## src/design/hfcs_pkg.sv

```systemverilog
// Shared constants, codes and helper functions for the fan and clutch sequencer.
package hfcs_pkg;

    localparam int TIME_BITS = 40;

    localparam int CFG_IDX_BITS  = 4;
    localparam int CFG_DATA_BITS = 16;

    typedef logic [TIME_BITS-1:0] t_time;
    typedef logic [2:0]           t_fan;
    typedef logic [1:0]           t_mode;
    typedef logic [2:0]           t_wait;

    // register indexes
    localparam logic [CFG_IDX_BITS-1:0] CFG_BAND_HIGH   = 4'd0;
    localparam logic [CFG_IDX_BITS-1:0] CFG_BAND_MED    = 4'd1;
    localparam logic [CFG_IDX_BITS-1:0] CFG_BAND_LOW    = 4'd2;
    localparam logic [CFG_IDX_BITS-1:0] CFG_HYSTERESIS  = 4'd3;
    localparam logic [CFG_IDX_BITS-1:0] CFG_PRESPIN     = 4'd4;
    localparam logic [CFG_IDX_BITS-1:0] CFG_CLUTCH_REST = 4'd5;
    localparam logic [CFG_IDX_BITS-1:0] CFG_PURGE       = 4'd6;
    localparam logic [CFG_IDX_BITS-1:0] CFG_INSTALLED   = 4'd7;

    // register reset values
    localparam logic [12:0] RST_BAND_HIGH   = 13'd300;
    localparam logic [12:0] RST_BAND_MED    = 13'd200;
    localparam logic [12:0] RST_BAND_LOW    = 13'd100;
    localparam logic [12:0] RST_HYSTERESIS  = 13'd50;
    localparam logic [15:0] RST_PRESPIN     = 16'd3000;
    localparam logic [15:0] RST_CLUTCH_REST = 16'd30000;
    localparam logic [15:0] RST_PURGE       = 16'd10000;
    localparam logic [3:0]  RST_INSTALLED   = 4'hF;

    // fan steps
    localparam t_fan FAN_OFF  = 3'd0;
    localparam t_fan FAN_LOW  = 3'd1;
    localparam t_fan FAN_MED  = 3'd2;
    localparam t_fan FAN_HIGH = 3'd3;
    localparam t_fan FAN_MAX  = 3'd4;

    // status modes
    localparam t_mode MODE_OFF    = 2'd0;
    localparam t_mode MODE_AUTO   = 2'd1;
    localparam t_mode MODE_MANUAL = 2'd2;
    localparam t_mode MODE_PURGE  = 2'd3;

    // wait reasons
    localparam t_wait WAIT_NONE      = 3'd0;
    localparam t_wait WAIT_PURGE     = 3'd1;
    localparam t_wait WAIT_NO_SENSOR = 3'd2;
    localparam t_wait WAIT_FAN_OFF   = 3'd3;
    localparam t_wait WAIT_PRESPIN   = 3'd4;
    localparam t_wait WAIT_LOCKOUT   = 3'd5;

    // highest wired step at or below s, off if none
    function automatic t_fan fall_back(input t_fan s, input logic [3:0] inst);
        t_fan r;
        r = FAN_OFF;
        if (s >= FAN_LOW  && inst[0]) r = FAN_LOW;
        if (s >= FAN_MED  && inst[1]) r = FAN_MED;
        if (s >= FAN_HIGH && inst[2]) r = FAN_HIGH;
        if (s >= FAN_MAX  && inst[3]) r = FAN_MAX;
        return r;
    endfunction

    function automatic t_fan top_step(input logic [3:0] inst);
        return inst[3] ? FAN_MAX : FAN_HIGH;
    endfunction

    // elapsed time, clamped at zero when the clock runs backward
    function automatic t_time since(input t_time now, input t_time stamp);
        logic [TIME_BITS:0] d;
        d = {1'b0, now} - {1'b0, stamp};
        return d[TIME_BITS] ? '0 : d[TIME_BITS-1:0];
    endfunction

endpackage

```

## src/design/hvac_fan_clutch_sequencer.sv

```systemverilog
// Top level of the HVAC fan and compressor clutch sequencer.
//
// One control tick in, one status word out. A tick is captured in an input
// register, the whole decision (purge timing, auto banding with hysteresis,
// manual slider map, installed-step fallback, prespin and rest interlocks)
// is worked out in one pass of logic, and the status lands in a result
// register together with the updated fan, clutch, purge and timestamp state.
// A tick goes through the input register, then the result register, before
// its status is valid. A new tick is taken every cycle unless the consumer
// stalls; the throughput of one word per cycle is set by the single pass
// between the two registers, whose longest path is a 40-bit elapsed-time
// subtract and compare. The result register holds a status while the consumer
// stalls and the input register keeps the next tick, so the input only stalls
// when both are full. The configuration port is always ready; writes to
// indexes above seven are dropped. Configure only while no tick is in flight.
module hvac_fan_clutch_sequencer (
    input  logic                                i_clk,
    input  logic                                i_rst_n,
    // tick input
    input  logic                                i_in_valid,
    output logic                                o_in_stall,
    input  logic                                i_power_on,
    input  logic                                i_auto_select,
    input  logic signed [7:0]                   i_target_deg,
    input  logic [3:0]                          i_fan_slider,
    input  logic                                i_sensor_ok,
    input  logic signed [14:0]                  i_cabin_centi,
    input  logic [hfcs_pkg::TIME_BITS-1:0]      i_time_ms,
    // status output
    output logic                                o_out_valid,
    input  logic                                i_out_stall,
    output logic [1:0]                          o_mode_code,
    output logic [2:0]                          o_wait_reason,
    output logic [15:0]                         o_wait_left_ms,
    output logic [2:0]                          o_fan_step_now,
    output logic                                o_clutch_now,
    output logic                                o_cabin_seen,
    output logic signed [14:0]                  o_cabin_report,
    output logic signed [7:0]                   o_target_report,
    output logic signed [14:0]                  o_delta_report,
    // configuration writes
    input  logic                                i_cfg_valid,
    output logic                                o_cfg_ready,
    input  logic [hfcs_pkg::CFG_IDX_BITS-1:0]   i_cfg_index,
    input  logic [hfcs_pkg::CFG_DATA_BITS-1:0]  i_cfg_data
);
    import hfcs_pkg::*;

    // ---------------- configuration registers ----------------
    logic [12:0] r_band_high, r_band_med, r_band_low, r_hyst;
    logic [15:0] r_prespin, r_rest_min, r_purge_ms;
    logic [3:0]  r_installed;

    assign o_cfg_ready = 1'b1;

    always_ff @(posedge i_clk) begin
        if (!i_rst_n) begin
            r_band_high <= RST_BAND_HIGH;
            r_band_med  <= RST_BAND_MED;
            r_band_low  <= RST_BAND_LOW;
            r_hyst      <= RST_HYSTERESIS;
            r_prespin   <= RST_PRESPIN;
            r_rest_min  <= RST_CLUTCH_REST;
            r_purge_ms  <= RST_PURGE;
            r_installed <= RST_INSTALLED;
        end else if (i_cfg_valid && o_cfg_ready) begin
            case (i_cfg_index)
                CFG_BAND_HIGH:   r_band_high <= i_cfg_data[12:0];
                CFG_BAND_MED:    r_band_med  <= i_cfg_data[12:0];
                CFG_BAND_LOW:    r_band_low  <= i_cfg_data[12:0];
                CFG_HYSTERESIS:  r_hyst      <= i_cfg_data[12:0];
                CFG_PRESPIN:     r_prespin   <= i_cfg_data;
                CFG_CLUTCH_REST: r_rest_min  <= i_cfg_data;
                CFG_PURGE:       r_purge_ms  <= i_cfg_data;
                CFG_INSTALLED:   r_installed <= i_cfg_data[3:0];
                default: ;
            endcase
        end
    end

    // ---------------- handshake ----------------
    logic in_accept, advance;
    logic r_in_valid, r_out_valid;

    // a tick moves from the input register into the result register
    assign advance    = r_in_valid && (!r_out_valid || !i_out_stall);
    assign o_in_stall = r_in_valid && !advance;
    assign in_accept  = i_in_valid && !o_in_stall;
    assign o_out_valid = r_out_valid;

    // ---------------- input register ----------------
    logic               r_power, r_auto, r_sensor;
    logic signed [7:0]  r_target;
    logic [3:0]         r_slider;
    logic signed [14:0] r_cabin;
    t_time              r_now;

    always_ff @(posedge i_clk) begin
        if (!i_rst_n) begin
            r_in_valid <= 1'b0;
        end else begin
            r_in_valid <= in_accept || (r_in_valid && !advance);
        end
    end

    always_ff @(posedge i_clk) begin
        if (in_accept) begin
            r_power  <= i_power_on;
            r_auto   <= i_auto_select;
            r_target <= i_target_deg;
            r_slider <= i_fan_slider;
            r_sensor <= i_sensor_ok;
            r_cabin  <= i_cabin_centi;
            r_now    <= i_time_ms;
        end
    end

    // ---------------- sequencer state ----------------
    t_fan  r_blower_step;
    logic  r_clutch, r_purging;
    t_time r_fan_on_stamp, r_clutch_off_stamp, r_power_off_stamp;

    t_fan  n_blower_step;
    logic  n_clutch, n_purging;
    t_time n_fan_on_stamp, n_clutch_off_stamp, n_power_off_stamp;

    t_mode              n_mode;
    t_wait              n_wait;
    logic [15:0]        n_left;
    logic               n_seen;
    logic signed [14:0] n_cabin_rep, n_delta_rep;

    // ---------------- decision logic ----------------
    logic signed [16:0] delta, drep, neg_hyst;
    logic               ge_high, ge_med, ge_low, le_hyst;
    logic               start_purge, purge_active;
    t_time              purge_el, fan_run, rest_el;
    t_fan               wish_step, new_fan;
    logic               wish_clutch, fan_changed;
    logic               clutch_on_req;  // 1: engage, else drop
    logic               hold;

    localparam logic signed [16:0] CENTI_PER_DEG = 17'sd100;
    localparam logic signed [16:0] DREP_MAX      = 17'sd16383;
    localparam logic signed [16:0] DREP_MIN      = -17'sd16384;

    always_comb begin
        delta = {{2{r_cabin[14]}}, r_cabin} - {{9{r_target[7]}}, r_target} * CENTI_PER_DEG;
        neg_hyst = $signed(17'd0 - {4'd0, r_hyst});
        ge_high  = delta >= $signed({4'd0, r_band_high});
        ge_med   = delta >= $signed({4'd0, r_band_med});
        ge_low   = delta >= $signed({4'd0, r_band_low});
        le_hyst  = delta <= neg_hyst;

        n_blower_step      = r_blower_step;
        n_clutch           = r_clutch;
        n_purging          = r_purging;
        n_fan_on_stamp     = r_fan_on_stamp;
        n_clutch_off_stamp = r_clutch_off_stamp;
        n_power_off_stamp  = r_power_off_stamp;
        n_mode             = MODE_OFF;
        n_wait             = WAIT_NONE;
        n_left             = '0;
        n_seen             = 1'b0;

        start_purge   = !r_purging && (r_blower_step != FAN_OFF);
        purge_active  = r_purging || start_purge;
        purge_el      = start_purge ? '0 : since(r_now, r_power_off_stamp);
        wish_step     = r_blower_step;
        wish_clutch   = r_clutch;
        hold          = 1'b0;
        new_fan       = r_blower_step;
        fan_changed   = 1'b0;
        fan_run       = '0;
        rest_el       = since(r_now, r_clutch_off_stamp);
        clutch_on_req = 1'b0;

        if (!r_power) begin
            // power off: clutch drops now, fan runs on for the purge
            clutch_on_req = 1'b0;
            if (start_purge) begin
                n_power_off_stamp = r_now;
            end
            if (purge_active &&
                purge_el < {{(TIME_BITS-16){1'b0}}, r_purge_ms}) begin
                n_purging = 1'b1;
                n_mode    = MODE_PURGE;
                n_wait    = WAIT_PURGE;
                n_left    = r_purge_ms - purge_el[15:0];
            end else begin
                n_purging = 1'b0;
                new_fan   = FAN_OFF;
            end
        end else begin
            n_purging = 1'b0;
            if (r_auto) begin
                n_mode = MODE_AUTO;
                if (!r_sensor) begin
                    // no reading: hold fan and clutch as they are
                    hold   = 1'b1;
                    n_wait = WAIT_NO_SENSOR;
                end else begin
                    n_seen = 1'b1;
                    if (ge_high)      wish_step = top_step(r_installed);
                    else if (ge_med)  wish_step = FAN_MED;
                    else if (ge_low)  wish_step = FAN_LOW;
                    else if (le_hyst) wish_step = FAN_LOW;
                    if (ge_low)       wish_clutch = 1'b1;
                    else if (le_hyst) wish_clutch = 1'b0;
                end
            end else begin
                n_mode = MODE_MANUAL;
                n_seen = r_sensor;
                case (r_slider) inside
                    4'd0:         wish_step = FAN_OFF;
                    [4'd1:4'd2]:  wish_step = FAN_LOW;
                    4'd3:         wish_step = FAN_MED;
                    4'd4:         wish_step = FAN_HIGH;
                    default:      wish_step = top_step(r_installed);
                endcase
                wish_clutch = (wish_step != FAN_OFF);
            end

            if (hold) begin
                clutch_on_req = r_clutch;
            end else begin
                new_fan     = fall_back(wish_step, r_installed);
                fan_changed = (new_fan != r_blower_step);
                // a step change restarts the prespin clock
                fan_run     = fan_changed ? '0 : since(r_now, r_fan_on_stamp);
                if (!wish_clutch) begin
                    clutch_on_req = 1'b0;
                end else if (new_fan == FAN_OFF) begin
                    clutch_on_req = 1'b0;
                    n_wait        = WAIT_FAN_OFF;
                end else if (fan_run < {{(TIME_BITS-16){1'b0}}, r_prespin}) begin
                    clutch_on_req = 1'b0;
                    n_wait        = WAIT_PRESPIN;
                    n_left        = r_prespin - fan_run[15:0];
                end else if (!r_clutch && r_clutch_off_stamp != '0 &&
                             rest_el < {{(TIME_BITS-16){1'b0}}, r_rest_min}) begin
                    // anti short cycle lockout, stamp zero reads as never
                    clutch_on_req = 1'b0;
                    n_wait        = WAIT_LOCKOUT;
                    n_left        = r_rest_min - rest_el[15:0];
                end else begin
                    clutch_on_req = 1'b1;
                end
            end
        end

        // fan step update
        if (new_fan != r_blower_step) begin
            n_blower_step  = new_fan;
            n_fan_on_stamp = (new_fan == FAN_OFF) ? '0 : r_now;
        end
        // clutch update, off edge stamps the rest timer
        n_clutch = clutch_on_req;
        if (r_clutch && !clutch_on_req) begin
            n_clutch_off_stamp = r_now;
        end

        // report fields
        n_cabin_rep = n_seen ? r_cabin : '0;
        drep        = n_seen ? delta : '0;
        if (drep > DREP_MAX)      n_delta_rep = DREP_MAX[14:0];
        else if (drep < DREP_MIN) n_delta_rep = DREP_MIN[14:0];
        else                      n_delta_rep = drep[14:0];
    end

    always_ff @(posedge i_clk) begin
        if (!i_rst_n) begin
            r_blower_step      <= FAN_OFF;
            r_clutch           <= 1'b0;
            r_purging          <= 1'b0;
            r_fan_on_stamp     <= '0;
            r_clutch_off_stamp <= '0;
            r_power_off_stamp  <= '0;
        end else if (advance) begin
            r_blower_step      <= n_blower_step;
            r_clutch           <= n_clutch;
            r_purging          <= n_purging;
            r_fan_on_stamp     <= n_fan_on_stamp;
            r_clutch_off_stamp <= n_clutch_off_stamp;
            r_power_off_stamp  <= n_power_off_stamp;
        end
    end

    // ---------------- result register ----------------
    always_ff @(posedge i_clk) begin
        if (!i_rst_n) begin
            r_out_valid <= 1'b0;
        end else begin
            r_out_valid <= advance || (r_out_valid && i_out_stall);
        end
    end

    always_ff @(posedge i_clk) begin
        if (advance) begin
            o_mode_code     <= n_mode;
            o_wait_reason   <= n_wait;
            o_wait_left_ms  <= n_left;
            o_fan_step_now  <= n_blower_step;
            o_clutch_now    <= n_clutch;
            o_cabin_seen    <= n_seen;
            o_cabin_report  <= n_cabin_rep;
            o_target_report <= r_target;
            o_delta_report  <= n_delta_rep;
        end
    end

    // ---------------- assertions ----------------
    // clutch never stays engaged with the blower stopped
    a_clutch_needs_fan: assert property (@(posedge i_clk) disable iff (!i_rst_n)
        r_clutch |-> (r_blower_step != FAN_OFF))
        else $error("clutch engaged with fan off");

    // a purge only runs while the blower is still on
    a_purge_needs_fan: assert property (@(posedge i_clk) disable iff (!i_rst_n)
        r_purging |-> (r_blower_step != FAN_OFF))
        else $error("purge active with fan off");

    // a purge status word always carries the purge wait reason and no clutch
    a_purge_status: assert property (@(posedge i_clk) disable iff (!i_rst_n)
        (o_out_valid && o_mode_code == MODE_PURGE) |->
            (o_wait_reason == WAIT_PURGE && !o_clutch_now))
        else $error("purge status inconsistent");

    // state only moves when a tick is handed to the result register
    a_state_hold: assert property (@(posedge i_clk) disable iff (!i_rst_n)
        !advance |=> ($stable(r_blower_step) && $stable(r_clutch) && $stable(r_purging)))
        else $error("sequencer state changed without a tick");

endmodule
```

## config.mk

```make
export PLATFORM = sky130hd
export DESIGN_NAME = hvac_fan_clutch_sequencer
export DESIGN_NICKNAME = d
export VERILOG_FILES = /design/src/design/hfcs_pkg.sv /design/src/design/hvac_fan_clutch_sequencer.sv
export SDC_FILE = /design/constraint.sdc
export NUM_CORES = 1
export LEC_CHECK = 0
export BUFFER_PORTS_ARGS = -buffer_cell sky130_fd_sc_hd__buf_2
export CAP_MARGIN = 10
export CORE_MARGIN = 3
export CORE_UTILIZATION = 40
export DETAILED_ROUTE_END_ITERATION = 7
export SLEW_MARGIN = 20
export SYNTH_ARGS = -nofsm -noshare
export SYNTH_HDL_FRONTEND = slang
export SYNTH_SLANG_ARGS = --single-unit
```

## constraint.sdc

```tcl
create_clock -name i_clk -period 16.88 [get_ports i_clk]
set_input_delay 0 -clock i_clk [delete_from_list [all_inputs] [get_ports i_clk]]
set_output_delay 0 -clock i_clk [all_outputs]
set_load 0.01 [all_outputs]
```

==> results.sh <==
export IMPL_seq_power_share=0.324
export IMPL_skew_ps=30.8
export IMPL_max_slew_margin_rel=0.284
export IMPL_synth_area_leaders="dfxtp_1 17%, edfxtp_1 15%, ha_1 14%"
export IMPL_crit_arrival_ps=11260
export IMPL_power_frac_comb=0.351
export IMPL_netlist_area_leader_share=0.169
export IMPL_power_switching_w=0.00109
export IMPL_io_buffers=160
export IMPL_p_sw_frac=0.356
export IMPL_status="finished, final reports clean"
export IMPL_critPathMaxStageDelay_ps=660
export IMPL_cellPowerDensity_mw_per_mm2=97.3
export IMPL_cap_violations=0
export IMPL_grt_pass1_vias=22300
export IMPL_setup_violations=0
export IMPL_crit_required_ps=17400
export IMPL_p_leak_nw=13.4
export IMPL_ys_seq_area_frac=0.317
export IMPL_netlist_area_mm2=0.0273
export IMPL_fin_crit_sh=0.637
export IMPL_rows=95
export IMPL_fin_tns_setup_ps=0
export IMPL_avgSynthCellArea_um2=8.32
export IMPL_postSynthCellCount=3282
export IMPL_synth_edf_count=134
export IMPL_clkLatencyLatePin_ps=600
export IMPL_worst_setup_path_end_kind="register"
export IMPL_num_vias=23700
export IMPL_cp_max_fo=34
export IMPL_cts_sinks=365
export IMPL_ys_flop_type="dfxtp_1"
export IMPL_peakVddDrop_v=0.0000708
export IMPL_path_clk_slew_ps=60
export IMPL_synth_nets=3699
export IMPL_drive_above_1_share=0.0853
export IMPL_period_needed_ps=10740
export IMPL_die_area_mm2=0.0714
export IMPL_tritoncts="done"
export IMPL_root_buffer="clkbuf_16"
export IMPL_start_kind="register"
export IMPL_cpMaxStageDelayCell="a31oi_4"
export IMPL_p_int_w=0.00196
export IMPL_cts_resized=0
export IMPL_die_width_um=267
export IMPL_drt_pass1_iter_count=5
export IMPL_drt_iter0_markers=1877
export IMPL_rsz0062_at_grt="false"
export IMPL_routed_via_density=5.39
export IMPL_synthDistinctLibCells=88
export IMPL_path_class="register to register"
export IMPL_io_pins=162
export IMPL_ys_async_sr_fraction=0
export IMPL_nNetsFinal=3900
export IMPL_synth_seq_cells=365
export IMPL_initial_utilization=0.405
export IMPL_post_synth_top_count_cell="nand2_1"
export IMPL_antenna_left=0
export IMPL_clk_path_buf_depth=3
export IMPL_globalRouteOverflowTotal=0
export IMPL_routabilityCongestion=0.947
export IMPL_pwr_share_clk=0.325
export IMPL_grt_first_pass_wirelength_um=126000
export IMPL_diodes=0
export IMPL_routedWlPerCell_um=18.7
export IMPL_grt_max_degree=87
export IMPL_grtUsageTotal=0.224
export IMPL_h_tree_depth=2
export IMPL_worst_hold_path_type="input pin to register"
export IMPL_synthToLayoutAreaGrowth_pct=14.7
export IMPL_route_detailed_drc=0
export IMPL_cp_common_cell="a21oi_1"
export IMPL_cts_made_buffers=45
export IMPL_yosys_warnings=0
export IMPL_routed_wl_um=82000
export IMPL_drv_slew=0
export IMPL_synth_top_area_cell="dfxtp_1"
export IMPL_die_h_um=267
export IMPL_core_area_mm2=0.0674
export IMPL_fin_util=0.465
export IMPL_antenna_found_initial=0
export IMPL_hold_violations=0
export IMPL_worst_slew_pin_slew_ps=1060
export IMPL_hpwl_um=61000
export IMPL_fmax_mhz=93.1
export IMPL_synth_common_cells="495 x nand2_1, 376 x inv_1, 307 x ha_1"
-- sequential cells by signal (all words and copies together) (netlist names), 15 cells and up --
register / count
r_clutch_off_stamp: 40
r_fan_on_stamp: 40
r_now: 40
r_power_off_stamp: 40
o_wait_left_ms: 16
r_prespin: 16
r_purge_ms: 16
r_rest_min: 16
o_cabin_report: 15
o_delta_report: 15
r_cabin: 15
-- path summary, 6_finish.rpt --
kind / startpoint / end / cells past startpoint / slack [ps]
setup / recovery: r_target[3] / r_clutch_off_stamp[25] / 46 / 6140
setup reg to reg: r_target[3] / r_clutch_off_stamp[25] / 46 / 6140
hold / removal: i_cfg_index[1] / r_installed[3] / 4 / 50
hold reg to reg: r_fan_on_stamp[18] / r_fan_on_stamp[18] / 2 / 460
-- worst max-delay path, delay by kind of cell, from the launching register on --
kind	cells	cell delay [ps]
and+or+nand+nor	7	1370
muxes	1	330
buffers and inverters	6	880
adders and majority gates	7	2290
xor gates and xnor gates	2	350
AOI/OAI and AO/OA	23	4970
DFF	1	450
-- cells in the final DEF, fill, tap and decap left out, drive strengths merged, types with 21 or more instances in the layout --
cell	Yosys	final
ha	307	307
o21a	31	31
clkbuf	92	66
xnor2	77	77
buf	26	181
or2	21	21
mux2i	78	78
a31oi	22	22
nand3	59	59
nor2b	54	54
nor2	148	148
a21o	86	86
a21oi	206	206
nor4	27	27
o21ai	147	147
dfxtp	231	231
o211ai	48	48
edfxtp	134	134
dlygate4sd3	0	91
o21bai	27	27
and3	32	32
a21boi	101	101
nand4	38	38
a22o	45	45
xor2	50	50
nor3	44	44
nand2b	34	34
nand2	495	495
inv	378	377
-- cell type report --
type                            instances  area (µm²)
Clock inverter                         17         168
Sequential cell                       365        8650
Fill cell                            6624       36100
Clock buffer                           66        1320
Inverter                              378        1420
Multi-Input combinational cell       2421       16800
Timing Repair Buffer                  272        1900
Tap cell                              873        1090
-- per-layer routing --
layer	track usage	share of wire	vias to the layer above
li1	-	-	11900
met1	0.304	0.47	11100
met2	0.374	0.46	553
met3	0.0243	0.046	124
met4	0.0692	0.030	0
met5	0	0	-
-- logic make-up after synthesis --
family / count (synthesis) / share of synthesized area
compound gates: 866 / 0.215
xor+xnor: 127 / 0.0408
fa+ha+maj: 322 / 0.152
buf+inv: 496 / 0.0707
flops: 365 / 0.317
mux: 80 / 0.0294
other cells: 1 / 0.000137
simple gates: 1025 / 0.175
-- power by group through the flow --
stage	clock network (W)	registers (W)	logic (W)
3_3_place_gp	0	0.00101	0.00104
4_1_cts	0.00102	0.000988	0.00107
3_5_place_dp	0	0.00101	0.00104
5_1_grt	0.00105	0.000990	0.00120
6_report	0.000990	0.000987	0.00107
2_1_floorplan	0	0.000996	0.000767
-- what timing repair did --
item,4_1_cts,5_1_grt
hold endpoints to repair,230,0
buffers inserted,0,0
hold buffers,91,0
-- stage by stage --
| step | cells | setup slack, ps | cell area, µm² | hold WS [ps] | total power, W |
|---|---|---|---|---|---|
| after floorplan | 3282 | 7840 | 27300 | 98.9 | 0.00176 |
| after global placement | 4217 | 6200 | 28900 | 177 | 0.00204 |
| after detailed placement | 4218 | 6260 | 28900 | 178 | 0.00205 |
| after CTS | 4392 | 6180 | 31300 | 15.3 | 0.00307 |
| after global routing | 4392 | 5320 | 31300 | 76.0 | 0.00325 |
| final | 4392 | 6140 | 31300 | 49.4 | 0.00305 |
(Power assumes the default switching activity.)
